==> config.mk <==
export PLATFORM = sky130hd
export DESIGN_NAME = nvme_queue_pair_manager
export DESIGN_NICKNAME = d
export VERILOG_FILES = /design/src/rtl/core/qpm_pkg.sv /design/src/rtl/core/nvme_queue_pair_manager.sv /design/src/rtl/core/qpm_front.sv /design/src/rtl/core/qpm_fifo.sv /design/src/rtl/core/qpm_back.sv
export SDC_FILE = /design/constraint.sdc
export NUM_CORES = 2
export LEC_CHECK = 0
export ABC_AREA = 1
export BUFFER_PORTS_ARGS = -buffer_cell sky130_fd_sc_hd__buf_2
export CELL_PAD_IN_SITES_DETAIL_PLACEMENT = 1
export CELL_PAD_IN_SITES_GLOBAL_PLACEMENT = 2
export CORE_AREA = 2 2 415 417
export CTS_CLUSTER_SIZE = 25
export DETAILED_ROUTE_END_ITERATION = 6
export DIE_AREA = 0 0 417 419
export PLACE_DENSITY = 0.95
export SKIP_LAST_GASP = 1
export SYNTH_ARGS = -nofsm -noshare
export SYNTH_HDL_FRONTEND = slang
export SYNTH_SLANG_ARGS = --single-unit
==> constraint.sdc <==
create_clock -name i_clk -period 19 [get_ports i_clk]
set_input_delay 2.85 -clock i_clk [delete_from_list [all_inputs] [get_ports i_clk]]
set_output_delay 2.85 -clock i_clk [all_outputs]
set_load 0.02 [all_outputs]
==> src/rtl/core/qpm_pkg.sv <==
// Shared types and constants for the NVMe queue pair manager.
// No dependencies; every other file in rtl/core refers to this package by scoped names.
package qpm_pkg;

    // Widths fixed by the field definitions.
    localparam int QID_W  = 7;   // wide enough for queue ids 0..127
    localparam int PTR_W  = 12;
    localparam int CAP_W  = 13;
    localparam int MAXF_W = 7;

    // Command codes.
    localparam logic [2:0] CMD_MK_SQ = 3'd0;
    localparam logic [2:0] CMD_MK_CQ = 3'd1;
    localparam logic [2:0] CMD_RM_SQ = 3'd2;
    localparam logic [2:0] CMD_RM_CQ = 3'd3;
    localparam logic [2:0] CMD_DBELL = 3'd4;
    localparam logic [2:0] CMD_FETCH = 3'd5;
    localparam logic [2:0] CMD_POST  = 3'd6;

    // Result codes.
    localparam logic [2:0] RC_OK       = 3'd0;
    localparam logic [2:0] RC_BAD      = 3'd1;
    localparam logic [2:0] RC_EXISTS   = 3'd2;
    localparam logic [2:0] RC_NOTFOUND = 3'd3;
    localparam logic [2:0] RC_BUSY     = 3'd4;
    localparam logic [2:0] RC_EMPTY    = 3'd5;
    localparam logic [2:0] RC_INVALID  = 3'd6;

    // Configuration register indexes.
    localparam logic [1:0] CFG_MAX_IO = 2'd0;
    localparam logic [1:0] CFG_ASQ    = 2'd1;
    localparam logic [1:0] CFG_ACQ    = 2'd2;

    localparam logic [CAP_W-1:0] ADMIN_RST_SIZE = 13'd64;
    localparam logic [4:0]       MAX_IO_RST     = 5'd16;

    // Work left for the back end once the front end has classified a command.
    typedef enum logic [2:0] {
        K_RESULT = 3'd0,   // single result already decided
        K_MK_SQ  = 3'd1,
        K_MK_CQ  = 3'd2,
        K_DBELL  = 3'd3,
        K_FETCH  = 3'd4,
        K_POST   = 3'd5
    } t_kind;

    typedef struct packed {
        logic [2:0]  cmd;
        logic [15:0] queue_id;
        logic [15:0] queue_size;
        logic [15:0] cq_id;
        logic [15:0] new_tail;
        logic [6:0]  max_fetch;
        logic [31:0] cpl_dw0;
        logic [31:0] cpl_dw1;
        logic [15:0] cpl_sq_head;
        logic [15:0] cpl_sq_id;
        logic [15:0] cpl_cid;
        logic [15:0] cpl_status;
    } t_item;

    typedef struct packed {
        logic [2:0]  result_code;
        logic [11:0] slot_index;
        logic        slot_valid;
        logic        last;
        logic [31:0] out_dw0;
        logic [31:0] out_dw1;
        logic [15:0] out_sq_head;
        logic [15:0] out_sq_id;
        logic [15:0] out_cid;
        logic [15:0] out_status_phase;
    } t_res;

    typedef struct packed {
        t_kind              kind;
        logic [2:0]         code;
        logic [QID_W-1:0]   qid;
        logic [CAP_W-1:0]   qsize;
        logic [15:0]        ntail;
        logic [MAXF_W-1:0]  maxf;
        logic [31:0]        dw0;
        logic [31:0]        dw1;
        logic [15:0]        sq_head;
        logic [15:0]        sq_id;
        logic [15:0]        cid;
        logic [15:0]        status;
    } t_op;

    typedef struct packed {
        logic             we;
        logic [1:0]       idx;
        logic [CAP_W-1:0] data;
    } t_cfg;

    function automatic logic [CAP_W-1:0] clamp_admin(input logic [CAP_W-1:0] v);
        logic [CAP_W-1:0] r;
        if (v < 13'd2) begin
            r = 13'd2;
        end else if (v > 13'd4096) begin
            r = 13'd4096;
        end else begin
            r = v;
        end
        return r;
    endfunction

endpackage

==> src/rtl/core/nvme_queue_pair_manager.sv <==
// Top level of the NVMe queue pair manager: front end, command queue and back end.
// Depends on qpm_pkg, qpm_front, qpm_fifo and qpm_back.
//
// Usage. Commands arrive on the input channel (i_in_valid, o_in_ready, i_in_data) as
// one transfer each: create or delete an I/O submission or completion queue, write a
// submission tail doorbell, fetch a batch of submitted slots, or post a completion.
// Results leave on the output channel (o_out_valid, i_out_ready, o_out_data); every
// command gives one result with last set, except a fetch that takes slots, which gives
// one result per slot taken and sets last on the final one. The configuration port
// (i_cfg_we, i_cfg_idx, i_cfg_data) sets the I/O queue limit and the admin queue sizes;
// the user must write it only while no command is outstanding, which the block does
// not enforce. Writing an admin size resets that admin queue's pointers.
// Timing. A command passes through the command queue, the back end's registered read
// of the per-queue pointer memories (S_IDLE) and its execute step (S_EXEC) to the
// output register. The back end takes no new command until it has finished the last;
// a fetch stays in S_FETCH after the execute step and gives one slot per cycle while
// i_out_ready is high.
// A two-entry queue lets the front end take and check further commands meanwhile.
// Reset. Synchronous and active low: the admin pair exists with 64 entries, no I/O
// queue exists, and both channels are empty. No clearing pass is needed.
// Stalls. While i_out_ready is low the output register holds its result, the back end
// waits, and once the command queue is full o_in_ready falls.
module nvme_queue_pair_manager #(
    parameter int NUM_IO_QUEUES   = 16,
    parameter int MAX_QUEUE_DEPTH = 1024,
    parameter int MAX_BATCH       = 64
) (
    input  logic                        i_clk,
    input  logic                        i_rst_n,
    input  logic                        i_cfg_we,
    input  logic [1:0]                  i_cfg_idx,
    input  logic [qpm_pkg::CAP_W-1:0]   i_cfg_data,
    input  logic                        i_in_valid,
    output logic                        o_in_ready,
    input  qpm_pkg::t_item              i_in_data,
    output logic                        o_out_valid,
    input  logic                        i_out_ready,
    output qpm_pkg::t_res               o_out_data
);

    qpm_pkg::t_cfg cfg;
    qpm_pkg::t_op  push_op, head_op;
    logic          push, pop, q_empty, q_full;

    // The configuration write is shared: the limit sits in the front end and the
    // admin queue state in the back end.
    assign cfg.we   = i_cfg_we;
    assign cfg.idx  = i_cfg_idx;
    assign cfg.data = i_cfg_data;

    // The front end resolves every check that depends only on which queues exist,
    // so the exists flags are always up to date in command order.
    qpm_front #(
        .NUM_IO_QUEUES   (NUM_IO_QUEUES),
        .MAX_QUEUE_DEPTH (MAX_QUEUE_DEPTH),
        .MAX_BATCH       (MAX_BATCH)
    ) u_front (
        .i_clk      (i_clk),
        .i_rst_n    (i_rst_n),
        .i_cfg      (cfg),
        .i_in_valid (i_in_valid),
        .o_in_ready (o_in_ready),
        .i_in_data  (i_in_data),
        .i_full     (q_full),
        .o_push     (push),
        .o_op       (push_op)
    );

    qpm_fifo u_fifo (
        .i_clk   (i_clk),
        .i_rst_n (i_rst_n),
        .i_push  (push),
        .i_op    (push_op),
        .i_pop   (pop),
        .o_op    (head_op),
        .o_empty (q_empty),
        .o_full  (q_full)
    );

    // The back end owns the ring pointers and capacities and produces all results.
    qpm_back #(
        .NUM_IO_QUEUES (NUM_IO_QUEUES)
    ) u_back (
        .i_clk       (i_clk),
        .i_rst_n     (i_rst_n),
        .i_cfg       (cfg),
        .i_empty     (q_empty),
        .i_op        (head_op),
        .o_pop       (pop),
        .o_out_valid (o_out_valid),
        .i_out_ready (i_out_ready),
        .o_out_data  (o_out_data)
    );

`ifndef SYNTHESIS
    // Any failing code ends its command in a single result with no slot.
    a_err_single: assert property (@(posedge i_clk) disable iff (!i_rst_n)
        (o_out_valid && (o_out_data.result_code != qpm_pkg::RC_OK))
        |-> (o_out_data.last && !o_out_data.slot_valid))
        else $error("failing result is not a single slotless result");

    // Only a batch fetch gives more than one result, and each of those carries a slot.
    a_mid_fetch: assert property (@(posedge i_clk) disable iff (!i_rst_n)
        (o_out_valid && !o_out_data.last)
        |-> (o_out_data.slot_valid && (o_out_data.result_code == qpm_pkg::RC_OK)
             && (o_out_data.out_status_phase == 16'd0)))
        else $error("non-final result is not a fetched slot");

    // A result without a slot carries a zero slot index and an empty entry.
    a_no_slot: assert property (@(posedge i_clk) disable iff (!i_rst_n)
        (o_out_valid && !o_out_data.slot_valid)
        |-> ((o_out_data.slot_index == 12'd0) && (o_out_data.out_dw0 == 32'd0)
             && (o_out_data.out_cid == 16'd0)))
        else $error("slotless result carries slot or entry data");
`endif

endmodule

==> src/rtl/core/qpm_front.sv <==
// Front end of the queue pair manager: accepts commands, runs the id, size and
// existence checks and owns the queue-exists flags. Depends on qpm_pkg.
module qpm_front #(
    parameter int NUM_IO_QUEUES   = 16,
    parameter int MAX_QUEUE_DEPTH = 1024,
    parameter int MAX_BATCH       = 64
) (
    input  logic          i_clk,
    input  logic          i_rst_n,
    input  qpm_pkg::t_cfg i_cfg,
    input  logic          i_in_valid,
    output logic          o_in_ready,
    input  qpm_pkg::t_item i_in_data,
    input  logic          i_full,
    output logic          o_push,
    output qpm_pkg::t_op  o_op
);

    localparam int NQ = NUM_IO_QUEUES + 1;
    localparam int AW = $clog2(NQ);
    localparam logic [qpm_pkg::QID_W-1:0] NIO = qpm_pkg::QID_W'(NUM_IO_QUEUES);
    localparam logic [15:0] MQD = 16'(MAX_QUEUE_DEPTH);
    localparam logic [qpm_pkg::MAXF_W-1:0] MB = qpm_pkg::MAXF_W'(MAX_BATCH);

    logic [4:0]    r_max_io;
    logic [NQ-1:0] r_sq_ex, n_sq_ex;
    logic [NQ-1:0] r_cq_ex, n_cq_ex;

    logic [qpm_pkg::QID_W-1:0] lim;
    logic [qpm_pkg::QID_W-1:0] max_io_x;
    logic [AW-1:0] q, cqx;
    logic qid_ok, qany, cqid_ok, size_ok;
    logic sq_hit, cq_hit, cq_lnk;
    logic set_sq, clr_sq, set_cq, clr_cq;
    logic [qpm_pkg::MAXF_W-1:0] mf;

    assign o_in_ready = !i_full;
    assign o_push     = i_in_valid && !i_full;

    assign max_io_x = {{(qpm_pkg::QID_W-5){1'b0}}, r_max_io};
    assign lim      = (max_io_x > NIO) ? NIO : max_io_x;

    assign qid_ok  = (i_in_data.queue_id != 16'd0) &&
                     (i_in_data.queue_id <= {{(16-qpm_pkg::QID_W){1'b0}}, lim});
    assign qany    = (i_in_data.queue_id == 16'd0) || qid_ok;
    assign cqid_ok = (i_in_data.cq_id != 16'd0) &&
                     (i_in_data.cq_id <= {{(16-qpm_pkg::QID_W){1'b0}}, lim});
    assign size_ok = (i_in_data.queue_size != 16'd0) && (i_in_data.queue_size <= MQD);

    assign q   = i_in_data.queue_id[AW-1:0];
    assign cqx = i_in_data.cq_id[AW-1:0];

    // Flags are only looked up for ids already known to be in range.
    assign sq_hit = qany ? r_sq_ex[q] : 1'b0;
    assign cq_hit = qany ? r_cq_ex[q] : 1'b0;
    assign cq_lnk = cqid_ok ? r_cq_ex[cqx] : 1'b0;

    assign mf = (i_in_data.max_fetch > MB) ? MB : i_in_data.max_fetch;

    always_comb begin
        o_op.kind    = qpm_pkg::K_RESULT;
        o_op.code    = qpm_pkg::RC_OK;
        o_op.qid     = i_in_data.queue_id[qpm_pkg::QID_W-1:0];
        o_op.qsize   = i_in_data.queue_size[qpm_pkg::CAP_W-1:0];
        o_op.ntail   = i_in_data.new_tail;
        o_op.maxf    = mf;
        o_op.dw0     = i_in_data.cpl_dw0;
        o_op.dw1     = i_in_data.cpl_dw1;
        o_op.sq_head = i_in_data.cpl_sq_head;
        o_op.sq_id   = i_in_data.cpl_sq_id;
        o_op.cid     = i_in_data.cpl_cid;
        o_op.status  = i_in_data.cpl_status;
        set_sq = 1'b0;
        clr_sq = 1'b0;
        set_cq = 1'b0;
        clr_cq = 1'b0;
        case (i_in_data.cmd)
            qpm_pkg::CMD_MK_SQ: begin
                if (!qid_ok || !size_ok || !cqid_ok || !cq_lnk) begin
                    o_op.code = qpm_pkg::RC_BAD;
                end else if (sq_hit) begin
                    o_op.code = qpm_pkg::RC_EXISTS;
                end else begin
                    o_op.kind = qpm_pkg::K_MK_SQ;
                    set_sq    = 1'b1;
                end
            end
            qpm_pkg::CMD_MK_CQ: begin
                if (!qid_ok || !size_ok) begin
                    o_op.code = qpm_pkg::RC_BAD;
                end else if (cq_hit) begin
                    o_op.code = qpm_pkg::RC_EXISTS;
                end else begin
                    o_op.kind = qpm_pkg::K_MK_CQ;
                    set_cq    = 1'b1;
                end
            end
            qpm_pkg::CMD_RM_SQ: begin
                if (!qid_ok) begin
                    o_op.code = qpm_pkg::RC_BAD;
                end else if (!sq_hit) begin
                    o_op.code = qpm_pkg::RC_NOTFOUND;
                end else begin
                    clr_sq = 1'b1;
                end
            end
            qpm_pkg::CMD_RM_CQ: begin
                if (!qid_ok) begin
                    o_op.code = qpm_pkg::RC_BAD;
                end else if (!cq_hit) begin
                    o_op.code = qpm_pkg::RC_NOTFOUND;
                end else if (sq_hit) begin
                    o_op.code = qpm_pkg::RC_BUSY;
                end else begin
                    clr_cq = 1'b1;
                end
            end
            qpm_pkg::CMD_DBELL: begin
                if (!qany) begin
                    o_op.code = qpm_pkg::RC_BAD;
                end else if (!sq_hit) begin
                    o_op.code = qpm_pkg::RC_INVALID;
                end else begin
                    o_op.kind = qpm_pkg::K_DBELL;
                end
            end
            qpm_pkg::CMD_FETCH: begin
                if (!qany) begin
                    o_op.code = qpm_pkg::RC_BAD;
                end else if (!sq_hit) begin
                    o_op.code = qpm_pkg::RC_INVALID;
                end else begin
                    o_op.kind = qpm_pkg::K_FETCH;
                end
            end
            qpm_pkg::CMD_POST: begin
                if (!qany) begin
                    o_op.code = qpm_pkg::RC_BAD;
                end else if (!cq_hit) begin
                    o_op.code = qpm_pkg::RC_INVALID;
                end else begin
                    o_op.kind = qpm_pkg::K_POST;
                end
            end
            default: begin
                o_op.code = qpm_pkg::RC_BAD;
            end
        endcase
    end

    always_comb begin
        n_sq_ex = r_sq_ex;
        n_cq_ex = r_cq_ex;
        if (o_push) begin
            if (set_sq) begin
                n_sq_ex[q] = 1'b1;
            end
            if (clr_sq) begin
                n_sq_ex[q] = 1'b0;
            end
            if (set_cq) begin
                n_cq_ex[q] = 1'b1;
            end
            if (clr_cq) begin
                n_cq_ex[q] = 1'b0;
            end
        end
    end

    always_ff @(posedge i_clk) begin
        if (!i_rst_n) begin
            r_max_io <= qpm_pkg::MAX_IO_RST;
            r_sq_ex  <= NQ'(1);
            r_cq_ex  <= NQ'(1);
        end else begin
            r_sq_ex <= n_sq_ex;
            r_cq_ex <= n_cq_ex;
            if (i_cfg.we && (i_cfg.idx == qpm_pkg::CFG_MAX_IO)) begin
                r_max_io <= i_cfg.data[4:0];
            end
        end
    end

endmodule

==> src/rtl/core/qpm_fifo.sv <==
// Two-entry queue of classified commands between the front and back ends.
// Depends on qpm_pkg for the command record type.
module qpm_fifo (
    input  logic         i_clk,
    input  logic         i_rst_n,
    input  logic         i_push,
    input  qpm_pkg::t_op i_op,
    input  logic         i_pop,
    output qpm_pkg::t_op o_op,
    output logic         o_empty,
    output logic         o_full
);

    qpm_pkg::t_op r_mem [2];
    logic       r_wp, r_rp;
    logic [1:0] r_cnt;

    assign o_op    = r_mem[r_rp];
    assign o_empty = (r_cnt == 2'd0);
    assign o_full  = (r_cnt == 2'd2);

    always_ff @(posedge i_clk) begin
        if (i_push) begin
            r_mem[r_wp] <= i_op;
        end
    end

    always_ff @(posedge i_clk) begin
        if (!i_rst_n) begin
            r_wp  <= 1'b0;
            r_rp  <= 1'b0;
            r_cnt <= 2'd0;
        end else begin
            if (i_push) begin
                r_wp <= ~r_wp;
            end
            if (i_pop) begin
                r_rp <= ~r_rp;
            end
            case ({i_push, i_pop})
                2'b10:   r_cnt <= r_cnt + 2'd1;
                2'b01:   r_cnt <= r_cnt - 2'd1;
                default: r_cnt <= r_cnt;
            endcase
        end
    end

endmodule

==> src/rtl/core/qpm_back.sv <==
// Back end of the queue pair manager: ring pointer memories, admin queue registers,
// doorbell, batch fetch and completion post, and the output register. Depends on qpm_pkg.
module qpm_back #(
    parameter int NUM_IO_QUEUES = 16
) (
    input  logic          i_clk,
    input  logic          i_rst_n,
    input  qpm_pkg::t_cfg i_cfg,
    input  logic          i_empty,
    input  qpm_pkg::t_op  i_op,
    output logic          o_pop,
    output logic          o_out_valid,
    input  logic          i_out_ready,
    output qpm_pkg::t_res o_out_data
);

    localparam int NQ    = NUM_IO_QUEUES + 1;
    localparam int AW    = $clog2(NQ);
    localparam int PW    = qpm_pkg::PTR_W;
    localparam int CW    = qpm_pkg::CAP_W;
    localparam int SQ_DW = CW + 2 * PW;   // {capacity, tail, head}
    localparam int CQ_DW = 1 + CW + PW;   // {phase, capacity, tail}

    typedef enum logic [2:0] {
        S_IDLE  = 3'b001,
        S_EXEC  = 3'b010,
        S_FETCH = 3'b100
    } t_bstate;

    t_bstate r_state, n_state;
    qpm_pkg::t_op r_op;

    logic [SQ_DW-1:0] r_sq_mem [NQ];
    logic [CQ_DW-1:0] r_cq_mem [NQ];
    logic [SQ_DW-1:0] r_sq_rd;
    logic [CQ_DW-1:0] r_cq_rd;

    // Admin pair lives in registers so that reset and configuration can set it.
    logic [PW-1:0] r_asq_head, r_asq_tail, r_acq_tail;
    logic [CW-1:0] r_asq_cap, r_acq_cap;
    logic          r_acq_ph;

    // Batch fetch working registers.
    logic [PW-1:0] r_head, n_head, r_tail, n_tail;
    logic [CW-1:0] r_cap, n_cap;
    logic [qpm_pkg::MAXF_W-1:0] r_cnt, n_cnt;

    logic          r_out_valid;
    qpm_pkg::t_res r_out;

    logic          is_admin, ld, res_ld;
    qpm_pkg::t_res res;
    logic [PW-1:0] c_sq_head, c_sq_tail, c_cq_tail;
    logic [CW-1:0] c_sq_cap, c_cq_cap;
    logic          c_cq_ph;
    logic          sq_wr, cq_wr;
    logic [SQ_DW-1:0] sq_wd;
    logic [CQ_DW-1:0] cq_wd;
    logic [CW-1:0] inc, f_inc;
    logic [PW-1:0] nxt, f_nxt;
    logic          wrap, f_last;

    assign o_pop       = (r_state == S_IDLE) && !i_empty;
    assign ld          = !r_out_valid || i_out_ready;
    assign o_out_valid = r_out_valid;
    assign o_out_data  = r_out;
    assign is_admin    = (r_op.qid == '0);

    assign c_sq_head = is_admin ? r_asq_head : r_sq_rd[PW-1:0];
    assign c_sq_tail = is_admin ? r_asq_tail : r_sq_rd[2*PW-1:PW];
    assign c_sq_cap  = is_admin ? r_asq_cap  : r_sq_rd[SQ_DW-1:2*PW];
    assign c_cq_tail = is_admin ? r_acq_tail : r_cq_rd[PW-1:0];
    assign c_cq_cap  = is_admin ? r_acq_cap  : r_cq_rd[CQ_DW-2:PW];
    assign c_cq_ph   = is_admin ? r_acq_ph   : r_cq_rd[CQ_DW-1];

    // Completion tail step, wrapping at the capacity.
    assign inc  = {1'b0, c_cq_tail} + 13'd1;
    assign wrap = (inc == c_cq_cap);
    assign nxt  = wrap ? '0 : inc[PW-1:0];

    // Submission head step during a batch fetch.
    assign f_inc  = {1'b0, r_head} + 13'd1;
    assign f_nxt  = (f_inc == r_cap) ? '0 : f_inc[PW-1:0];
    assign f_last = (f_nxt == r_tail) || (r_cnt == qpm_pkg::MAXF_W'(1));

    always_comb begin
        n_state = r_state;
        n_head  = r_head;
        n_tail  = r_tail;
        n_cap   = r_cap;
        n_cnt   = r_cnt;
        res_ld  = 1'b0;
        res     = '0;
        res.last = 1'b1;
        sq_wr   = 1'b0;
        cq_wr   = 1'b0;
        sq_wd   = {c_sq_cap, c_sq_tail, c_sq_head};
        cq_wd   = {c_cq_ph, c_cq_cap, c_cq_tail};
        case (r_state)
            S_IDLE: begin
                if (!i_empty) begin
                    n_state = S_EXEC;
                end
            end
            S_EXEC: begin
                if (ld) begin
                    n_state = S_IDLE;
                    res_ld  = 1'b1;
                    case (r_op.kind)
                        qpm_pkg::K_RESULT: begin
                            res.result_code = r_op.code;
                        end
                        qpm_pkg::K_MK_SQ: begin
                            sq_wr = 1'b1;
                            sq_wd = {r_op.qsize, {PW{1'b0}}, {PW{1'b0}}};
                        end
                        qpm_pkg::K_MK_CQ: begin
                            cq_wr = 1'b1;
                            cq_wd = {1'b1, r_op.qsize, {PW{1'b0}}};
                        end
                        qpm_pkg::K_DBELL: begin
                            if (r_op.ntail >= {3'b000, c_sq_cap}) begin
                                res.result_code = qpm_pkg::RC_BAD;
                            end else begin
                                sq_wr = 1'b1;
                                sq_wd = {c_sq_cap, r_op.ntail[PW-1:0], c_sq_head};
                            end
                        end
                        qpm_pkg::K_FETCH: begin
                            if (c_sq_cap == '0) begin
                                res.result_code = qpm_pkg::RC_INVALID;
                            end else if (r_op.maxf == '0) begin
                                res.result_code = qpm_pkg::RC_OK;
                            end else if (c_sq_head == c_sq_tail) begin
                                res.result_code = qpm_pkg::RC_EMPTY;
                            end else begin
                                res_ld  = 1'b0;
                                n_state = S_FETCH;
                                n_head  = c_sq_head;
                                n_tail  = c_sq_tail;
                                n_cap   = c_sq_cap;
                                n_cnt   = r_op.maxf;
                            end
                        end
                        qpm_pkg::K_POST: begin
                            if (c_cq_cap == '0) begin
                                res.result_code = qpm_pkg::RC_INVALID;
                            end else begin
                                res.slot_index       = c_cq_tail;
                                res.slot_valid       = 1'b1;
                                res.out_dw0          = r_op.dw0;
                                res.out_dw1          = r_op.dw1;
                                res.out_sq_head      = r_op.sq_head;
                                res.out_sq_id        = r_op.sq_id;
                                res.out_cid          = r_op.cid;
                                res.out_status_phase = {r_op.status[15:1], c_cq_ph};
                                cq_wr = 1'b1;
                                cq_wd = {c_cq_ph ^ wrap, c_cq_cap, nxt};
                            end
                        end
                        default: begin
                            res.result_code = qpm_pkg::RC_BAD;
                        end
                    endcase
                end
            end
            S_FETCH: begin
                if (ld) begin
                    res_ld         = 1'b1;
                    res.slot_index = r_head;
                    res.slot_valid = 1'b1;
                    res.last       = f_last;
                    n_head         = f_nxt;
                    n_cnt          = r_cnt - qpm_pkg::MAXF_W'(1);
                    if (f_last) begin
                        n_state = S_IDLE;
                        sq_wr   = 1'b1;
                        sq_wd   = {r_cap, r_tail, f_nxt};
                    end
                end
            end
            default: begin
                n_state = S_IDLE;
            end
        endcase
    end

    // Pointer memories: one write and one registered read per cycle each.
    always_ff @(posedge i_clk) begin
        if (sq_wr && !is_admin) begin
            r_sq_mem[r_op.qid[AW-1:0]] <= sq_wd;
        end
        if (cq_wr && !is_admin) begin
            r_cq_mem[r_op.qid[AW-1:0]] <= cq_wd;
        end
        if (o_pop) begin
            r_sq_rd <= r_sq_mem[i_op.qid[AW-1:0]];
            r_cq_rd <= r_cq_mem[i_op.qid[AW-1:0]];
        end
    end

    always_ff @(posedge i_clk) begin
        if (o_pop) begin
            r_op <= i_op;
        end
        r_head <= n_head;
        r_tail <= n_tail;
        r_cap  <= n_cap;
        r_cnt  <= n_cnt;
        if (res_ld) begin
            r_out <= res;
        end
    end

    always_ff @(posedge i_clk) begin
        if (!i_rst_n) begin
            r_state     <= S_IDLE;
            r_out_valid <= 1'b0;
            r_asq_head  <= '0;
            r_asq_tail  <= '0;
            r_asq_cap   <= qpm_pkg::ADMIN_RST_SIZE;
            r_acq_tail  <= '0;
            r_acq_cap   <= qpm_pkg::ADMIN_RST_SIZE;
            r_acq_ph    <= 1'b1;
        end else begin
            r_state <= n_state;
            if (res_ld) begin
                r_out_valid <= 1'b1;
            end else if (i_out_ready) begin
                r_out_valid <= 1'b0;
            end
            if (sq_wr && is_admin) begin
                r_asq_head <= sq_wd[PW-1:0];
                r_asq_tail <= sq_wd[2*PW-1:PW];
            end
            if (cq_wr && is_admin) begin
                r_acq_tail <= cq_wd[PW-1:0];
                r_acq_ph   <= cq_wd[CQ_DW-1];
            end
            if (i_cfg.we && (i_cfg.idx == qpm_pkg::CFG_ASQ)) begin
                r_asq_cap  <= qpm_pkg::clamp_admin(i_cfg.data);
                r_asq_head <= '0;
                r_asq_tail <= '0;
            end
            if (i_cfg.we && (i_cfg.idx == qpm_pkg::CFG_ACQ)) begin
                r_acq_cap  <= qpm_pkg::clamp_admin(i_cfg.data);
                r_acq_tail <= '0;
                r_acq_ph   <= 1'b1;
            end
        end
    end

endmodule

# Word level (Yosys, flattened, before mapping)
# Memories as Yosys holds them, arrays and structs flattened. A register that Yosys moved wholly into a read port is not among the register bits.
# Cells that the tools add are included.
word_totals:
  reg_bits: 476
  ramBits: 1425
  inputBits: 222
  elab_cells: 295
  n_memories: 3
  out_inout_bits: 147
memory_table:
  columns: ["memory", "depth", "width", "read_ports", "rd_ports_with_merged_regs", "write_ports", "line_no", "source"]
  rows:
  - ["u_back.r_sq_mem", 17, 37, 1, 1, 1, "qpm_back.sv:33", "logic [SQ_DW-1:0] r_sq_mem [NQ];"]
  - ["u_back.r_cq_mem", 17, 26, 1, 1, 1, "qpm_back.sv:34", "logic [CQ_DW-1:0] r_cq_mem [NQ];"]
  - ["u_fifo.r_mem", 2, 177, 1, 1, 1, "qpm_fifo.sv:14", "qpm_pkg::t_op r_mem [2];"]
op_classes:
  n_eq_ne: 32
  n_lt_le_gt_ge: 11
  n_reduce_logical: 52
  add_sub_neg: 5
  muxes: 137
  n_bitwise: 15
ops:
  columns: ["op", "count"]
  rows:
  - ["one-hot mux 37 bit (2 select lines)", 2]
  - ["two-way mux 12 bit", 11]
  - ["two-way mux 37 bit", 3]
  - ["two-way mux 17 bit", 6]
  - ["two-way mux 13 bit", 7]
  - ["two-way mux 3 bit", 27]
  - ["two-way mux 26 bit", 3]
  - ["one-hot mux 26 bit (2 select lines)", 1]
  - ["two-way mux 7 bit", 7]
  - ["nonzero test 16 bit", 3]
  - ["two-way mux 1 bit", 46]
  - ["AND 17 bit", 2]
  - ["OR 17 bit", 2]
  - ["less-or-equal comparator 16 x 7 -> 1 bit", 2]
  - ["one-hot mux 3 bit (5 select lines)", 2]
  - ["adder 12 x 1 -> 13 bit (second input constant)", 2]
  - ["== test 13 bit", 2]
  - ["zero test 13 bit", 2]
  - ["one-hot mux 13 bit (2 select lines)", 1]
  - ["== test 12 bit", 2]
  - ["two-way mux 24 bit", 1]
  - ["one-hot mux 12 bit (2 select lines)", 1]
  - ["== test 3 bit (second input constant)", 6]
  - ["one-hot mux 3 bit (6 select lines)", 1]
  - ["other kinds (44)", 110]

# Longest topological paths before layout
depth:
  depth_word: 14
  ltp_mapped: 29
  ltp_nobuf: 26

# Modules after synthesis
# Synthesis repeated with hierarchy kept, for this count alone.
hier_totals:
  cells_unflattened: 6342
  hier_area_um2: 80698.6
modules_own_cells:
  columns: ["module", "area_per_inst_um2", "cells_per_inst", "instances", "seq_area_each_um2"]
  rows:
  - ["qpm_back", 62792.7, 5031, 1, 46354.5]
  - ["qpm_fifo", 13538.0, 586, 1, 10730.3]
  - ["qpm_front", 4367.9, 725, 1, 780.7]

# Worst setup path after synthesis
# Ideal clock, no wire load.
synth_path:
  path_kind: "register to register"
  start: "register u_back.r_state[2]"
  end: "register u_fifo.r_cnt[1]"
  setup_ps: 70
  t_arrival_ps: 12548
  slack_ps: 6382
  stages_incl_launch_ff: 12
  path_buffers: 0
  period_less_slack_ps: 12618
  t_required_ps: 18930
  path_cell_list: "dfxtp_1 > inv_1 > nand2_1 > nor2_1 > inv_1 > nor2_1 > ha_1 > inv_1 > nand2_1 > nor2_1 > o21ai_0 > a21oi_1"
synth_via:
  elab_chain_cells: 4
  elab_cells_between_ends: 6
  classes_between: "eq/ne: 3; mux: 1; reduce/logical: 2"
synth_lines:
  columns: ["item", "line_no", "source"]
  rows:
  - ["start, declared", "qpm_back.sv:30", "t_bstate r_state, n_state;"]
  - ["start signal, assigned", "qpm_back.sv:226", "r_state <= n_state;"]
  - ["== test 3 x 1 -> 1 bit *", "qpm_back.sv:63", "assign o_pop = (r_state == S_IDLE) && !i_empty;"]
  - ["logical AND 1 bit *", "qpm_back.sv:63", null]
  - ["named net pop", "nvme_queue_pair_manager.sv:43", "logic push, pop, q_empty, q_full;"]
  - ["== test 2 x 1 -> 1 bit or == test 2 bit (tied branches)", "qpm_fifo.sv:40", "case ({i_push, i_pop})"]
  - ["one-hot mux 2 bit (2 select lines) or nonzero test 2 bit (tied branches)", null, null]
  - ["end signal, assigned", "qpm_fifo.sv:41", "2'b10: r_cnt <= r_cnt + 2'd1;"]
  - ["end signal, assigned", "qpm_fifo.sv:42", "2'b01: r_cnt <= r_cnt - 2'd1;"]
  - ["end signal, assigned", "qpm_fifo.sv:43", "default: r_cnt <= r_cnt;"]
  - ["end, declared", "qpm_fifo.sv:16", "logic [1:0] r_cnt;"]
# The timed path passes the listed nets; every way through them passes the cells marked *.
# A chain may end at the register's enable or synchronous reset.

# Worst setup path in the final report
layout_path:
  start: "register u_back.r_op[169] (netlist name)"
  end: "register u_back.r_out, in the netlist u_back.o_out_data[132] (enable)"
layout_via:
  elab_chain_cells: 9
  elab_cells_between_ends: 12
  classes_between: "eq/ne: 1; mux: 9; reduce/logical: 2"
layout_lines:
  columns: ["item", "line_no", "source"]
  rows:
  - ["start, declared", "qpm_back.sv:31", "qpm_pkg::t_op r_op;"]
  - ["start signal, assigned", "qpm_back.sv:204", "r_op <= i_op;"]
  - ["zero test 7 bit *", "qpm_back.sv:67", "assign is_admin = (r_op.qid == '0);"]
  - ["two-way mux 12 bit, on equally long branches", "qpm_back.sv:69, qpm_back.sv:70", null]
  - ["== test 12 bit", "qpm_back.sv:134", "end else if (c_sq_head == c_sq_tail) begin"]
  - ["two-way mux 1 bit", "qpm_back.sv:134", null]
  - ["two-way mux 1 bit", "qpm_back.sv:132", "end else if (r_op.maxf == '0) begin"]
  - ["two-way mux 1 bit *", "qpm_back.sv:130", "if (c_sq_cap == '0) begin"]
  - ["two-way mux 1 bit *", "qpm_back.sv:109", "case (r_op.kind)"]
  - ["two-way mux 1 bit *", "qpm_back.sv:106", "if (ld) begin"]
  - ["one-hot mux 1 bit (2 select lines) *", "qpm_back.sv:99", "case (r_state)"]
  - ["named net u_back.res_ld", "qpm_back.sv:51", "logic is_admin, ld, res_ld;"]
  - ["end signal, assigned", "qpm_back.sv:211", "r_out <= res;"]
  - ["end, declared", "qpm_back.sv:49", "qpm_pkg::t_res r_out;"]
# Marks and branches as above.

==> impl_summary.txt <==
----------------------------------------------------
[Critical path]
  Worst setup EP type ... flip-flop
  Worst setup path class ... reg2reg
  Largest incremental delay on the critical path ... 930 ps
  Worst Path Arrival ... 7600 ps
  Count of buffering cells on the critical path with inverters included ... 2
  Critical path startpoint category ... flip-flop
  CP Data Required Time ... 19440 ps
  Critical register-to-register path startpoint ... u_back.r_op[169]$_DFFE_PP_
  Worst setup path start ... u_back.r_op[169]$_DFFE_PP_
  Worst path top cell family by delay ... simple AND/OR/NAND/NOR gates
  Largest fanout on the critical path ... 91
  Cell with the largest stage delay on the worst path ... sky130_fd_sc_hd__buf_4
  Chain of cells forming the critical path ... nor2_1 > nand2_1 > nor2_4 > buf_4 > o21ai_0 > xor2_1 > nor4_1 > nand3b_1 > nand3_1 > nand2_1 > nand2_4 > buf_4

[Yosys]
  Distinct cell type count of the synthesized netlist ... 56
  Mean area per synthesized cell ... 12.42 um2
  Ys Warns ... 0
  Seq/Total Area, Yosys ... 74.10%
  Proportion of synthesized flip-flops having asynchronous set or reset ... 0%
  Main flop type after synthesis ... sky130_fd_sc_hd__edfxtp_1
  Register bit total from synthesis ... 1962
  Cell taking the most area after synthesis ... sky130_fd_sc_hd__edfxtp_1
  Gate Count Post-Synth ... 6281
  Cells taking the most area after synthesis ... sky130_fd_sc_hd__edfxtp_1 71%, sky130_fd_sc_hd__nand2_1 4.7%, sky130_fd_sc_hd__nor2_1 4.2%
  Post-synth design cell area ... between 0.07 and 0.08 mm2
  Post-synth net total ... 6531
  Share of the synthesized area in the top cell type ... a little under three quarters
  Number of enable flip-flop cells after synthesis ... 1851

[Die]
  Vertical die dimension ... 419 um
  Die area ... 0.1747 mm2
  Area of the placeable core ... 0.1706 mm2
  Count of pins on the block boundary ... 369
  Die W ... 417 um
  Starting utilization of the core area ... 45.73%
  Row count ... 152

[Placement]
  Total placed cells including tap cells ... 8622
  HPWL after detailed placement ... between 100000 and 150000 um
  IO buf count ... 367
  Post-place setup slack ... around 12000 ps
  Routability Congestion ... around 0.9

[Clock tree]
  # Post-CTS Setup Buffers ... 0
  Clock root buffer ... sky130_fd_sc_hd__clkbuf_16
  Total number of H-tree levels ... 4
  Clock transition at the registers of the reported paths ... approximately 60 ps
  CTS tree ... done
  Largest buffer count on any clock path ... 3
  Total CTS buffers ... 195
  CTS Sinks ... 1962
  Hold_buf cts ... 0
  Worst skew pair latency ... roughly 840 ps
  Number of gates given a new drive strength after cts ... 0

[Global routing]
  First-pass GRT wire length ... 354300 um
  Initial antenna violation count ... 52
  Maximum number of pins on one net before global-route repair ... 195
  GR Util All Layers ... 27.11%
  Total grt overflow ... 0
  Vias in the first global route ... 55970

[Timing]
  Achievable clock frequency ... 0.1395 GHz
  WHS ... 456.3 ps
  Number of setup violations in the final report ... 0
  Worst path setup slack after routing ... 11830 ps
  Period utilization ... 37.72%
  Worst Skew ... 75.51 ps
  Max-slew violation count ... 0
  Measured slew at the worst slew-check pin ... 1447 ps
  Crit path time final ... 7168 ps
  Final-layout setup total negative slack ... 0 ps
  Final hold violation count ... 0
  Slew HR ... 2.857%
  Setup repair after global routing missed its margin ... false

[Detailed routing]
  Final wirelength ... ~240000 um
  Count of routing violations after the opening detailed-route iteration ... 5318
  First-pass iteration count of the detailed router ... 6
  Via total after detailed routing ... 53400
  ANT nets after route ... 0
  Number of DRC violations after detailed routing ... 0
  Wire length per cell ... 26.89 um
  Mean number of vias per cell ... 5.917

[Power and ir drop]
  Leakage power of the design ... 0.03133 uW
  Power per unit of standard cell area ... 141.8 mW/mm2
  IR Drop Worst-Case VDD ... 0.1797 mV

[Cells and area]
  Layout overhead on the synthesized area ... 13.68%
  Final Net Count ... roughly 6800
  Fraction of final layout cells with drive strength greater than 1 ... 12.27%
  Fin cells ... between 9000 and 10000

[Hold path]
  Startpoint of the most critical hold path ... u_front.r_sq_ex[6]$_SDFFE_PN0P_
  Class of the worst hold path ... reg2reg

[Flow run]
  Max-cap violations ... 0

[Status]
  Outcome ... finished, final reports clean

----------------------------------------------------
-- tightest hold or removal path, stage by stage (launching register included) --
cell,delay (ps)
sky130_fd_sc_hd__dfxtp_1,310
sky130_fd_sc_hd__inv_1,50
sky130_fd_sc_hd__a21oi_1,50
-- state kept, by name, summed over array words and instances, names as in the netlist, 7 cells and up, named ones only --
signal and cells:
u_back.r_sq_mem 629, u_back.r_cq_mem 442, u_fifo.r_mem 352, u_back.r_op 176, u_back.o_out_data 145, u_back.r_sq_rd 37, u_back.r_cq_rd 26, u_front.r_cq_ex 17
u_front.r_sq_ex 17, u_back.r_acq_cap 13, u_back.r_asq_cap 13, u_back.r_cap 13, u_back.r_acq_tail 12, u_back.r_asq_head 12, u_back.r_asq_tail 12, u_back.r_head 12
u_back.r_tail 12, u_back.r_cnt 7
-- report_power, final --
group,internal (uW),switching (uW)
Clock,2080,1700
Sequential,5590,197
Combinational,667,2350
Total,8340,4240
-- stage by stage --
| step | power, uW | utilization (%) | instance area, um2 |
|---|---|---|---|
| floorplan | 7694 | - | 78010 |
| global route | 13020 | 51.98 | 88680 |
| detailed placement | 8785 | 48.28 | 82360 |
| global placement | 8546 | 48.28 | 82360 |
| CTS | 12550 | 51.92 | 88570 |
| finish | 12580 | 51.99 | 88680 |
-- per-layer routing --
| layer | wire length (um) | track usage, % |
|---|---|---|
| met5 | 213 | 0 |
| met4 | 13180 | 14.18 |
| met3 | 18570 | 5.454 |
| met2 | 122500 | 46.78 |
| met1 | 88140 | 32.06 |
-- kinds of logic after synthesis --
| family | Yosys count | share of synthesized area, % |
|---|---|---|
| multiplexers | 1 | 0.01283 |
| buffers and inverters | 807 | 4.019 |
| AND/OR/NAND/NOR | 2172 | 11.21 |
| AO/OA/AOI/OAI | 1286 | 9.918 |
| flip-flops | 1962 | 74.10 |
| adder cells (fa/ha/maj) | 28 | 0.4491 |
| XOR/XNOR | 25 | 0.2903 |
-- synthesized netlist by cell type, drive strengths merged (28+ instances only) --
library cell,number
a21oi,115
a31oi,67
buf,45
clkbuf,294
dfxtp,111
edfxtp,1851
ha,28
inv,462
nand2,991
nand3,215
nor2,881
nor3,30
o211ai,62
o21ai,680
o221ai,194
o22ai,104
-- layout by cell type, fill, tap and decap left out, types with 7 or more instances in the layout --
master	n
sky130_fd_sc_hd__o211ai_1	62
sky130_fd_sc_hd__o22ai_1	103
sky130_fd_sc_hd__nand3_1	208
sky130_fd_sc_hd__xor2_1	14
sky130_fd_sc_hd__o21ai_0	638
sky130_fd_sc_hd__nor3_1	28
sky130_fd_sc_hd__buf_2	367
sky130_fd_sc_hd__o21a_1	9
sky130_fd_sc_hd__clkbuf_1	52
sky130_fd_sc_hd__a221oi_1	10
sky130_fd_sc_hd__xnor2_1	10
sky130_fd_sc_hd__nand2_1	976
sky130_fd_sc_hd__o221ai_1	194
sky130_fd_sc_hd__buf_12	9
sky130_fd_sc_hd__diode_2	37
sky130_fd_sc_hd__nor4_1	17
sky130_fd_sc_hd__a21oi_1	115
sky130_fd_sc_hd__bufinv_16	10
sky130_fd_sc_hd__buf_4	71
sky130_fd_sc_hd__clkinv_16	7
sky130_fd_sc_hd__nand4_1	19
sky130_fd_sc_hd__nor2_4	40
sky130_fd_sc_hd__or2_2	11
sky130_fd_sc_hd__o21ai_1	33
sky130_fd_sc_hd__nor2_2	13
sky130_fd_sc_hd__clkinv_1	54
sky130_fd_sc_hd__clkinv_2	31
sky130_fd_sc_hd__a22oi_1	15
sky130_fd_sc_hd__nor2_1	828
sky130_fd_sc_hd__inv_2	11
sky130_fd_sc_hd__ha_1	28
sky130_fd_sc_hd__nand2_2	10
sky130_fd_sc_hd__inv_1	448
sky130_fd_sc_hd__clkbuf_16	197
sky130_fd_sc_hd__dfxtp_1	110
sky130_fd_sc_hd__edfxtp_1	1851
sky130_fd_sc_hd__a31oi_1	67
sky130_fd_sc_hd__o31ai_1	10
-- final timing paths --
kind / endpoint / slack [ps] / cells past startpoint
setup / recovery: u_back.o_out_data[132]$_DFFE_PP_ / 11830 / 12
hold / removal: u_front.r_sq_ex[6]$_SDFFE_PN0P_ / 460 / 2
setup reg to reg: u_back.o_out_data[132]$_DFFE_PP_ / 11830 / 12
hold reg to reg: u_front.r_sq_ex[6]$_SDFFE_PN0P_ / 460 / 2
-- cell type report --
| class | count | area (um2) |
|---|---|---|
| clock buffer | 254 | 5194 |
| clock inverter | 112 | 1023 |
| tap | 2233 | 2794 |
| sequential | 1962 | 57810 |
| multi-input combinational | 3512 | 17440 |
| inverter | 468 | 1779 |
| timing repair buffer | 447 | 2550 |
| antenna | 37 | 92.59 |
| fill | 17260 | 81910 |
No activity file was read; power rests on OpenSTA's default activity.
